[config.mk]
export PLATFORM = sky130hd
export DESIGN_NAME = bitmap_page_allocator_core_flat
export DESIGN_NICKNAME = d
export VERILOG_FILES = /design/src/bpa_pkg.sv /design/src/bpa_req_if.sv /design/src/bpa_rsp_if.sv /design/src/bpa_ram.sv /design/src/bitmap_page_allocator_core.sv /design/src/flat_wrapper.sv
export SDC_FILE = /design/constraint.sdc
export NUM_CORES = 2
export LEC_CHECK = 0
export ABC_CLOCK_PERIOD_IN_PS = 12650
export BUFFER_PORTS_ARGS = -buffer_cell sky130_fd_sc_hd__buf_4
export CAP_MARGIN = 10
export CORE_MARGIN = 2
export CORE_UTILIZATION = 60
export DETAILED_ROUTE_END_ITERATION = 12
export PLACE_DENSITY = 0.77
export SLEW_MARGIN = 30
export SYNTH_ARGS = -nofsm -noshare
export SYNTH_HDL_FRONTEND = slang
export SYNTH_SLANG_ARGS = --single-unit
[constraint.sdc]
create_clock -name clock -period 12.65 [get_ports clock]
set_clock_uncertainty 0.1 [all_clocks]
set_input_delay 0.6325 -clock clock [delete_from_list [all_inputs] [get_ports clock]]
set_output_delay 0.6325 -clock clock [all_outputs]
set_load 0.1 [all_outputs]
[src/bpa_pkg.sv]
// ----------------------------------------------------------------------------
// Bitmap page allocator package
// Shared widths, codes and state encoding for the bitmap page allocator.
// ----------------------------------------------------------------------------
package bpa_pkg;

   // Field widths of the request and response words.
   localparam int PAGE_W   = 52;
   localparam int COUNT_W  = 11;
   localparam int STATUS_W = 2;

   // The used map is stored as 32-bit words, one bit per page.
   localparam int WORD_W   = 32;
   localparam int BIT_W    = 5;

   // Configuration port geometry: 64-bit registers at 8-byte spacing.
   localparam int CSR_DATA_W  = 64;
   localparam int CSR_ADDR_W  = 4;
   localparam int CSR_IDX_LSB = 3;
   localparam logic REG_HEAP_BASE = 1'b0;

   // Request modes.
   localparam logic MODE_ALLOC = 1'b0;
   localparam logic MODE_FREE  = 1'b1;

   // Response status codes.
   localparam logic [STATUS_W-1:0] STATUS_OK      = 2'd0;
   localparam logic [STATUS_W-1:0] STATUS_NOSPACE = 2'd1;
   localparam logic [STATUS_W-1:0] STATUS_RANGE   = 2'd2;

   // Free-run counter saturates here; requests never ask for more.
   localparam logic [COUNT_W-1:0] RUN_MAX = '1;

   // Sequencer states.
   typedef enum logic [2:0] {
      FSM_CLEAR,
      FSM_IDLE,
      FSM_CHECK,
      FSM_SCAN,
      FSM_MARK,
      FSM_DONE
   } fsm_state_type;

endpackage

[src/bpa_req_if.sv]
// ----------------------------------------------------------------------------
// Bitmap page allocator request channel
// Valid/ready channel carrying one allocate or free request word.
// ----------------------------------------------------------------------------
interface bpa_req_if
   import bpa_pkg::*;
   ();

   logic               valid;
   logic               ready;
   logic               mode;
   logic [COUNT_W-1:0] page_count;
   logic [PAGE_W-1:0]  page_number;

   modport source (output valid, output mode, output page_count, output page_number,
                   input ready);
   modport sink   (input valid, input mode, input page_count, input page_number,
                   output ready);

endinterface

[src/bpa_rsp_if.sv]
// ----------------------------------------------------------------------------
// Bitmap page allocator response channel
// Valid/ready channel carrying one status word per request.
// ----------------------------------------------------------------------------
interface bpa_rsp_if
   import bpa_pkg::*;
   ();

   logic                valid;
   logic                ready;
   logic [STATUS_W-1:0] status;
   logic [PAGE_W-1:0]   first_page;

   modport source (output valid, output status, output first_page, input ready);
   modport sink   (input valid, input status, input first_page, output ready);

endinterface

[src/bpa_ram.sv]
// ----------------------------------------------------------------------------
// Bitmap page allocator RAM
// Simple dual-port RAM with one write port and one registered read port.
// ----------------------------------------------------------------------------
module bpa_ram #(
   parameter int WIDTH = 32,
   parameter int DEPTH = 32,
   localparam int AW   = (DEPTH > 1) ? $clog2(DEPTH) : 1
) (
   input  logic             clock,
   input  logic             wr_en,
   input  logic [AW-1:0]    wr_addr,
   input  logic [WIDTH-1:0] wr_data,
   input  logic             rd_en,
   input  logic [AW-1:0]    rd_addr,
   output logic [WIDTH-1:0] rd_data
);

   logic [WIDTH-1:0] mem_ff [DEPTH];
   logic [WIDTH-1:0] rd_data_ff;

   // Write port and registered read port.
   always_ff @(posedge clock) begin
      if (wr_en) begin
         mem_ff[wr_addr] <= wr_data;
      end
      if (rd_en) begin
         rd_data_ff <= mem_ff[rd_addr];
      end
   end

   assign rd_data = rd_data_ff;

endmodule

[src/bitmap_page_allocator_core.sv]
// Allocate: the request word is taken and checked, map words are scanned up to
// the word where the run completes, each map word the run covers is marked, and
// the result is handed on. Free: as above without the scan, clearing covered words.
// The single read port of the map RAM sets the pace: one word read per cycle.
// One request is in flight at a time; a response waits in its output register.
// Reset (synchronous) starts a clear of every map word, with req.ready low.
// ----------------------------------------------------------------------------
// Bitmap page allocator core
// First-fit page allocator over a used-page bitmap held in a word-wide RAM.
// ----------------------------------------------------------------------------
module bitmap_page_allocator_core
   import bpa_pkg::*;
#(
   parameter int NUM_PAGES = 1024
) (
   input  logic                  clock,
   input  logic                  reset,
   bpa_req_if.sink               req,
   bpa_rsp_if.source             rsp,
   input  logic                  csr_psel,
   input  logic                  csr_penable,
   input  logic                  csr_pwrite,
   input  logic [CSR_ADDR_W-1:0] csr_paddr,
   input  logic [CSR_DATA_W-1:0] csr_pwdata,
   output logic [CSR_DATA_W-1:0] csr_prdata,
   output logic                  csr_pready
);

   localparam int MAP_WORDS = (NUM_PAGES + WORD_W - 1) / WORD_W;
   localparam int AW        = (MAP_WORDS > 1) ? $clog2(MAP_WORDS) : 1;
   localparam int OW        = $clog2(NUM_PAGES + 1);
   localparam int XW        = OW + AW + 6;
   localparam int TW        = COUNT_W + 1;
   localparam logic [AW:0]   LAST_WORD = (AW+1)'(MAP_WORDS - 1);
   localparam logic [XW-1:0] PAGES_X   = XW'(NUM_PAGES);

   // Registers.
   fsm_state_type       state_ff, state_in;
   logic [PAGE_W-1:0]   base_ff;
   logic                mode_ff, mode_in;
   logic [COUNT_W-1:0]  count_ff, count_in;
   logic [PAGE_W-1:0]   off_ff, off_in;
   logic                below_ff, below_in;
   logic [AW:0]         rd_w_ff, rd_w_in;
   logic                vld_ff, vld_in;
   logic [AW:0]         proc_w_ff, proc_w_in;
   logic [COUNT_W-1:0]  run_ff, run_in;
   logic [XW-1:0]       lo_ff, lo_in;
   logic [XW-1:0]       hi_ff, hi_in;
   logic                set_ff, set_in;
   logic [STATUS_W-1:0] status_ff, status_in;
   logic [PAGE_W-1:0]   first_ff, first_in;
   logic                rsp_valid_ff, rsp_valid_in;
   logic [STATUS_W-1:0] rsp_status_ff, rsp_status_in;
   logic [PAGE_W-1:0]   rsp_first_ff, rsp_first_in;

   // RAM port signals.
   logic                ram_wr_en;
   logic [AW-1:0]       ram_wr_addr;
   logic [WORD_W-1:0]   ram_wr_data;
   logic                ram_rd_en;
   logic [AW-1:0]       ram_rd_addr;
   logic [WORD_W-1:0]   ram_rd_data;

   // Datapath signals.
   logic [XW-1:0]       word_base;
   logic [WORD_W-1:0]   used;
   logic [TW-1:0]       tot [WORD_W];
   logic [WORD_W-1:0]   hit;
   logic                hit_any;
   logic [BIT_W-1:0]    hit_pos;
   logic [COUNT_W-1:0]  run_next;
   logic [XW-1:0]       start_x;
   logic [XW-1:0]       hi_m1;
   logic [AW-1:0]       last_w;
   logic [WORD_W-1:0]   run_mask;
   logic [WORD_W-1:0]   mark_data;
   logic                range_bad;
   logic [PAGE_W:0]     page_diff;
   logic                csr_write;

   // Used-page map storage.
   bpa_ram #(
      .WIDTH (WORD_W),
      .DEPTH (MAP_WORDS)
   ) u_map_ram (
      .clock   (clock),
      .wr_en   (ram_wr_en),
      .wr_addr (ram_wr_addr),
      .wr_data (ram_wr_data),
      .rd_en   (ram_rd_en),
      .rd_addr (ram_rd_addr),
      .rd_data (ram_rd_data)
   );

   // Configuration port: one heap base register, writes complete in the access cycle.
   assign csr_pready = 1'b1;
   assign csr_write  = csr_psel && csr_penable && csr_pwrite &&
                       (csr_paddr[CSR_IDX_LSB] == REG_HEAP_BASE);
   assign csr_prdata = (csr_paddr[CSR_IDX_LSB] == REG_HEAP_BASE) ?
                       CSR_DATA_W'(base_ff) : '0;

   // Offset of the freed page from the heap base; the top bit is the borrow.
   assign page_diff = {1'b0, req.page_number} - {1'b0, base_ff};

   // Page index of bit 0 of the word that the RAM is returning.
   assign word_base = XW'({proc_w_ff[AW-1:0], {BIT_W{1'b0}}});

   // Pages past the end of the heap count as used.
   always_comb begin
      for (int b = 0; b < WORD_W; b++) begin
         used[b] = ram_rd_data[b] || ((word_base + XW'(b)) >= PAGES_X);
      end
   end

   // Free-run length ending at each bit, carrying the run from earlier words.
   always_comb begin : run_lengths
      logic            seen;
      logic [BIT_W-1:0] pos;
      for (int j = 0; j < WORD_W; j++) begin
         seen = 1'b0;
         pos  = '0;
         for (int k = 0; k <= j; k++) begin
            if (used[k]) begin
               seen = 1'b1;
               pos  = BIT_W'(k);
            end
         end
         if (used[j]) begin
            tot[j] = '0;
         end else if (seen) begin
            tot[j] = TW'(j) - TW'(pos);
         end else begin
            tot[j] = TW'(run_ff) + TW'(j + 1);
         end
         hit[j] = (tot[j] >= {1'b0, count_ff});
      end
   end

   // Lowest bit where the run reaches the requested count.
   always_comb begin
      hit_pos = '0;
      for (int j = WORD_W - 1; j >= 0; j--) begin
         if (hit[j]) begin
            hit_pos = BIT_W'(j);
         end
      end
   end

   assign hit_any  = |hit;
   assign run_next = (tot[WORD_W-1] > TW'(RUN_MAX)) ? RUN_MAX :
                     tot[WORD_W-1][COUNT_W-1:0];
   assign start_x  = word_base + XW'(hit_pos) + XW'(1) - XW'(count_ff);

   // Word-level bounds and bit mask of the run being marked or cleared.
   assign hi_m1  = hi_ff - XW'(1);
   assign last_w = hi_m1[AW+BIT_W-1:BIT_W];

   always_comb begin
      for (int b = 0; b < WORD_W; b++) begin
         run_mask[b] = ((word_base + XW'(b)) >= lo_ff) && ((word_base + XW'(b)) < hi_ff);
      end
   end

   assign mark_data = set_ff ? (ram_rd_data | run_mask) : (ram_rd_data & ~run_mask);

   // A free must start inside the heap and end at or before its last page.
   assign range_bad = below_ff || (off_ff >= PAGE_W'(NUM_PAGES)) ||
                      ((XW'(off_ff[OW-1:0]) + XW'(count_ff)) > PAGES_X);

   // Sequencer: next state, RAM control and datapath register updates.
   always_comb begin
      state_in      = state_ff;
      mode_in       = mode_ff;
      count_in      = count_ff;
      off_in        = off_ff;
      below_in      = below_ff;
      rd_w_in       = rd_w_ff;
      vld_in        = 1'b0;
      proc_w_in     = proc_w_ff;
      run_in        = run_ff;
      lo_in         = lo_ff;
      hi_in         = hi_ff;
      set_in        = set_ff;
      status_in     = status_ff;
      first_in      = first_ff;
      rsp_valid_in  = rsp_valid_ff && !rsp.ready;
      rsp_status_in = rsp_status_ff;
      rsp_first_in  = rsp_first_ff;
      ram_wr_en     = 1'b0;
      ram_wr_addr   = rd_w_ff[AW-1:0];
      ram_wr_data   = '0;
      ram_rd_en     = 1'b0;
      ram_rd_addr   = rd_w_ff[AW-1:0];
      req.ready     = 1'b0;

      case (state_ff)
         // Zero the map one word per cycle after reset.
         FSM_CLEAR: begin
            ram_wr_en = 1'b1;
            rd_w_in   = rd_w_ff + (AW+1)'(1);
            if (rd_w_ff == LAST_WORD) begin
               state_in = FSM_IDLE;
            end
         end

         // Take a request word and form the free offset.
         FSM_IDLE: begin
            req.ready = 1'b1;
            if (req.valid) begin
               mode_in  = req.mode;
               count_in = req.page_count;
               off_in   = page_diff[PAGE_W-1:0];
               below_in = page_diff[PAGE_W];
               state_in = FSM_CHECK;
            end
         end

         // Screen out bad requests and set up the scan or the clear.
         FSM_CHECK: begin
            status_in = STATUS_OK;
            first_in  = '0;
            if (count_ff == '0) begin
               status_in = STATUS_NOSPACE;
               state_in  = FSM_DONE;
            end else if (mode_ff == MODE_ALLOC) begin
               if (XW'(count_ff) > PAGES_X) begin
                  status_in = STATUS_NOSPACE;
                  state_in  = FSM_DONE;
               end else begin
                  rd_w_in  = '0;
                  run_in   = '0;
                  state_in = FSM_SCAN;
               end
            end else if (range_bad) begin
               status_in = STATUS_RANGE;
               state_in  = FSM_DONE;
            end else begin
               lo_in    = XW'(off_ff[OW-1:0]);
               hi_in    = XW'(off_ff[OW-1:0]) + XW'(count_ff);
               set_in   = 1'b0;
               rd_w_in  = (AW+1)'(off_ff[OW-1:0] >> BIT_W);
               state_in = FSM_MARK;
            end
         end

         // Stream map words and look for the first free run long enough.
         FSM_SCAN: begin
            if (rd_w_ff <= LAST_WORD) begin
               ram_rd_en = 1'b1;
               rd_w_in   = rd_w_ff + (AW+1)'(1);
               vld_in    = 1'b1;
               proc_w_in = rd_w_ff;
            end
            if (vld_ff) begin
               if (hit_any) begin
                  lo_in    = start_x;
                  hi_in    = start_x + XW'(count_ff);
                  set_in   = 1'b1;
                  rd_w_in  = {1'b0, start_x[AW+BIT_W-1:BIT_W]};
                  vld_in   = 1'b0;
                  state_in = FSM_MARK;
               end else if (proc_w_ff == LAST_WORD) begin
                  status_in = STATUS_NOSPACE;
                  state_in  = FSM_DONE;
               end else begin
                  run_in = run_next;
               end
            end
         end

         // Read, modify and write back every word the run touches.
         FSM_MARK: begin
            if (rd_w_ff <= {1'b0, last_w}) begin
               ram_rd_en = 1'b1;
               rd_w_in   = rd_w_ff + (AW+1)'(1);
               vld_in    = 1'b1;
               proc_w_in = rd_w_ff;
            end
            if (vld_ff) begin
               ram_wr_en   = 1'b1;
               ram_wr_addr = proc_w_ff[AW-1:0];
               ram_wr_data = mark_data;
               if (proc_w_ff[AW-1:0] == last_w) begin
                  status_in = STATUS_OK;
                  first_in  = (mode_ff == MODE_ALLOC) ? (base_ff + PAGE_W'(lo_ff)) : '0;
                  state_in  = FSM_DONE;
               end
            end
         end

         // Hand the result to the output register once it is free.
         FSM_DONE: begin
            if (!rsp_valid_ff || rsp.ready) begin
               rsp_valid_in  = 1'b1;
               rsp_status_in = status_ff;
               rsp_first_in  = (status_ff == STATUS_OK) ? first_ff : '0;
               state_in      = FSM_IDLE;
            end
         end

         default: begin
            state_in = FSM_IDLE;
         end
      endcase
   end

   // Control registers.
   always_ff @(posedge clock) begin
      if (reset) begin
         state_ff     <= FSM_CLEAR;
         rd_w_ff      <= '0;
         vld_ff       <= 1'b0;
         rsp_valid_ff <= 1'b0;
         base_ff      <= '0;
      end else begin
         state_ff     <= state_in;
         rd_w_ff      <= rd_w_in;
         vld_ff       <= vld_in;
         rsp_valid_ff <= rsp_valid_in;
         if (csr_write) begin
            base_ff <= csr_pwdata[PAGE_W-1:0];
         end
      end
   end

   // Payload registers.
   always_ff @(posedge clock) begin
      mode_ff       <= mode_in;
      count_ff      <= count_in;
      off_ff        <= off_in;
      below_ff      <= below_in;
      proc_w_ff     <= proc_w_in;
      run_ff        <= run_in;
      lo_ff         <= lo_in;
      hi_ff         <= hi_in;
      set_ff        <= set_in;
      status_ff     <= status_in;
      first_ff      <= first_in;
      rsp_status_ff <= rsp_status_in;
      rsp_first_ff  <= rsp_first_in;
   end

   // Response channel.
   assign rsp.valid      = rsp_valid_ff;
   assign rsp.status     = rsp_status_ff;
   assign rsp.first_page = rsp_first_ff;

endmodule

[src/flat_wrapper.sv]
// flat-port wrapper written by rule: the top's interface ports become plain ports
module bitmap_page_allocator_core_flat import bpa_pkg::*;
#(
   parameter int NUM_PAGES = 1024
)
  (clock, reset, csr_psel, csr_penable, csr_pwrite, csr_paddr, csr_pwdata, csr_prdata, csr_pready, req_valid, req_mode, req_page_count, req_page_number, req_ready, rsp_valid, rsp_status, rsp_first_page, rsp_ready);
  bpa_req_if req_i ();
  bpa_rsp_if rsp_i ();
  input  logic clock;
  input  logic reset;
  input  logic csr_psel;
  input  logic csr_penable;
  input  logic csr_pwrite;
  input  logic [CSR_ADDR_W-1:0] csr_paddr;
  input  logic [CSR_DATA_W-1:0] csr_pwdata;
  output logic [CSR_DATA_W-1:0] csr_prdata;
  output logic csr_pready;
  input wire logic [$bits(req_i.valid)-1:0] req_valid;
  input wire logic [$bits(req_i.mode)-1:0] req_mode;
  input wire logic [$bits(req_i.page_count)-1:0] req_page_count;
  input wire logic [$bits(req_i.page_number)-1:0] req_page_number;
  output wire logic [$bits(req_i.ready)-1:0] req_ready;
  output wire logic [$bits(rsp_i.valid)-1:0] rsp_valid;
  output wire logic [$bits(rsp_i.status)-1:0] rsp_status;
  output wire logic [$bits(rsp_i.first_page)-1:0] rsp_first_page;
  input wire logic [$bits(rsp_i.ready)-1:0] rsp_ready;
  assign req_i.valid = req_valid;
  assign req_i.mode = req_mode;
  assign req_i.page_count = req_page_count;
  assign req_i.page_number = req_page_number;
  assign req_ready = req_i.ready;
  assign rsp_valid = rsp_i.valid;
  assign rsp_status = rsp_i.status;
  assign rsp_first_page = rsp_i.first_page;
  assign rsp_i.ready = rsp_ready;
  bitmap_page_allocator_core #(.NUM_PAGES(NUM_PAGES)) u_core (.clock(clock), .reset(reset), .req(req_i), .rsp(rsp_i), .csr_psel(csr_psel), .csr_penable(csr_penable), .csr_pwrite(csr_pwrite), .csr_paddr(csr_paddr), .csr_pwdata(csr_pwdata), .csr_prdata(csr_prdata), .csr_pready(csr_pready));
endmodule
==> reports/qor.yml <==
cts_num_sinks: 1351
wl_per_cell_um: 30.86
synth_edf_count: 1288
rows: 129
die_x_um: 355.6
ant_nets: 0
grt_max_degree: 146
syn-cell-area_um2: 74190
status: "finished clean"
layout_common_cells: "1288 x edfxtp_1, 533 x ha_1, 521 x nor2_1"
grt_first_pass_wirelength_um: 351500
final_common_cell: "edfxtp_1"
coreArea_um2: 123200
clk_pin_slew_ns: 0.06
finalHoldViolations: 0
syn_to_final_growth_pct: 12.63
ys_types: 96
critical_path_class: "register to register"
port_buffers: 231
grt_usage_pct: 38.33
clk_path_buf_depth: 3
htree_levels: 4
overflow: 0
switching_power_mw: 2.231
cts_made_buffers: 135
synth_top_flop_cell: "edfxtp_1"
routed_wirelength_um: 243200
num_vias: 53760
worstSetupStartpointType: "register"
crit_fanout: 7
critPathRequiredTime_ns: 13.03
max_stage_delay_ns: 0.88
fmax_mhz: 89.10
internal_power_mw: 7.453
yosys-top-cells-area: "edfxtp_1 52%, mux4_2 9.7%, ha_1 9.0%"
design_area_um2: 83560
synth-seq-area-share_pct: 53.83
pin_count: 260
critPathMostFrequentCell: "ha_1"
hold_class: "input pin to register"
slew_headroom_pct: 24.55
p_comb_share_pct: 7.0
drtIter0Drc: 7417
cellPowerDensity_nw_per_um2: 115.9
gp_congestion: 1.005
die_area_um2: 126500
fin_ws_ns: 1.427
drive_gt1_share_pct: 16.86
worst_pin_slew_ns: 1.120
final_max_slew_viol_count: 0
min_period_over_period_pct: 88.72
yosysTopAreaCellShare_pct: 52.13
clk-insertion-delay-late_ns: 0.79
endpoint_kind: "register"
seqPwrFrac_pct: 50.9
hpwlAfterDp_um: 149800
finalCriticalPeriod_ns: 11.22
antenna_found_initial: 12
finish.utilization_pct: 67.85
ctsResizeCount: 0
drc: 0
start_util_pct: 60.24
grt_pass1_vias: 51710
num-nets-final: 6797
viasPerCell: 6.823
crit_buf_inv: 2
cap_violations: 0
synth_area_leader_cell: "edfxtp_1"
dp_slack_ns: 1.803
cts_tree: "done"
power_leakage_nw: 29.75
synth_async_sr_flop_share_pct: 0
yosys_register_bits: 1351
arrival_ns: 11.60
cpLargestDelayFamily: "compound AO/OA/AOI/OAI gates"
tns_ns: 0
fillCellCount: 8390
synth_area_per_cell_um2: 12.71
yosys_warnings: 0
switching_share_pct: 23.04
dieHeight_um: 355.6
setup_violations: 0
syn_inst: 5838
critPathSlowestCell: "a221oi_1"
clockRootBuffer: "clkbuf_16"
firstDrtPassIters: 6
rsz0062_at_grt: "no"
p_clk_share_pct: 42.1
placed_area_um2: 78400
ir_drop_mv: 0.1577
## final timing paths
path / startpoint / endpoint / slack (ns) / cells after the start
setup reg to reg: u_core.u_map_ram.rd_data[2] / u_core.hi_ff[12] / 1.43 / 40
setup / recovery: u_core.u_map_ram.rd_data[2] / u_core.hi_ff[12] / 1.43 / 40
hold reg to reg: u_core.base_ff[51] / u_core.base_ff[51] / 0.36 / 2
hold / removal: csr_pwdata[13] / u_core.base_ff[13] / 0.06 / 3
## routing by layer
metal	routed length, um	GRT usage [%]	up-vias
li1	-	-	22810
met1	92270	52.35	26530
met2	112400	58.96	3686
met3	25480	7.140	738
met4	12930	20.18	4
met5	30	0	-
## sequential cells by signal (all words and copies together), names as in the netlist, 2 cells and up
register                  flops
u_core.u_map_ram.mem_ff    1024
u_core.base_ff               52
u_core.first_ff              52
u_core.off_ff                52
u_core.rsp.first_page        52
u_core.u_map_ram.rd_data     32
u_core.hi_ff                 22
u_core.lo_ff                 19
u_core.count_ff              11
u_core.run_ff                11
u_core.proc_w_ff              6
u_core.rd_w_ff                6
u_core.state_ff               3
u_core.rsp.status             2
u_core.status_ff              2
## cell usage after synthesis (all sizes together) (33+ instances only)
cell	n
nor4	46
or3	57
a31oi	43
a21o	101
o21ai	217
nor3	104
nand4	33
inv	169
o211ai	36
nor2b	63
nand2b	72
xnor2	211
edfxtp	1288
mux4	320
dfxtp	63
nor2	569
a21oi	408
mux2i	35
buf	48
nand2	414
clkbuf	247
ha	533
nand3	71
mux2	38
a211oi	64
xor2	113
o21a	58
and2	83
## power by group through the flow
stage | registers (mW) | logic [mW] | clock network, mW
detailed placement | 5.02 | 0.641 | 0
finish | 4.93 | 0.679 | 4.08
CTS | 4.93 | 0.672 | 4.11
floorplan | 5.00 | 0.457 | 0
global route | 4.93 | 0.710 | 4.26
global placement | 5.01 | 0.628 | 0
## cell type report
cell class / count / area (um^2) / share of cell area (%)
Sequential cell: 1351 / 39950 / 47.82
Inverter: 172 / 645.6 / 0.7726
Clock inverter: 84 / 889.6 / 1.065
Timing Repair Buffer: 429 / 3446 / 4.124
Multi-Input combinational cell: 4031 / 32970 / 39.45
Clock buffer: 166 / 3588 / 4.294
Antenna cell: 9 / 22.52 / 0.02695
Tap cell: 1637 / 2048 / 2.451
## logic make-up after synthesis
group	share of synthesized area [%]
and+or+nand+nor	10.22
DFF	53.83
AOI/OAI and AO/OA	9.778
adders and majority gates	9.124
buffers and inverters	2.445
muxes	10.76
xor gates and xnor gates	3.825
other	0.01012
## metrics by stage
stage	total power, mW	std cells	hold slack (ns)
4_1_cts	9.712	7869	0.007768
2_1_floorplan	5.454	5849	0.3272
6_report	9.684	7879	0.06001
5_1_grt	9.899	7878	0.03609
3_5_place_dp	5.659	7564	0.3470
3_3_place_gp	5.640	7562	0.3432
## worst register-to-register path, delay by kind of cell, from the launching register on
kind	cells	cell delay, ns
fa+ha+maj	6	1.80
xor+xnor	1	0.18
simple gates	8	1.44
compound gates	22	6.41
buf+inv	2	0.14
flops	1	0.62
mux	1	0.24
## what timing repair did
item,CTS,global route
hold buffers,55,0
setup buffers,0,0
endpoints found under the hold margin,55,0
Note: power is estimated with default switching activity, not from simulation.
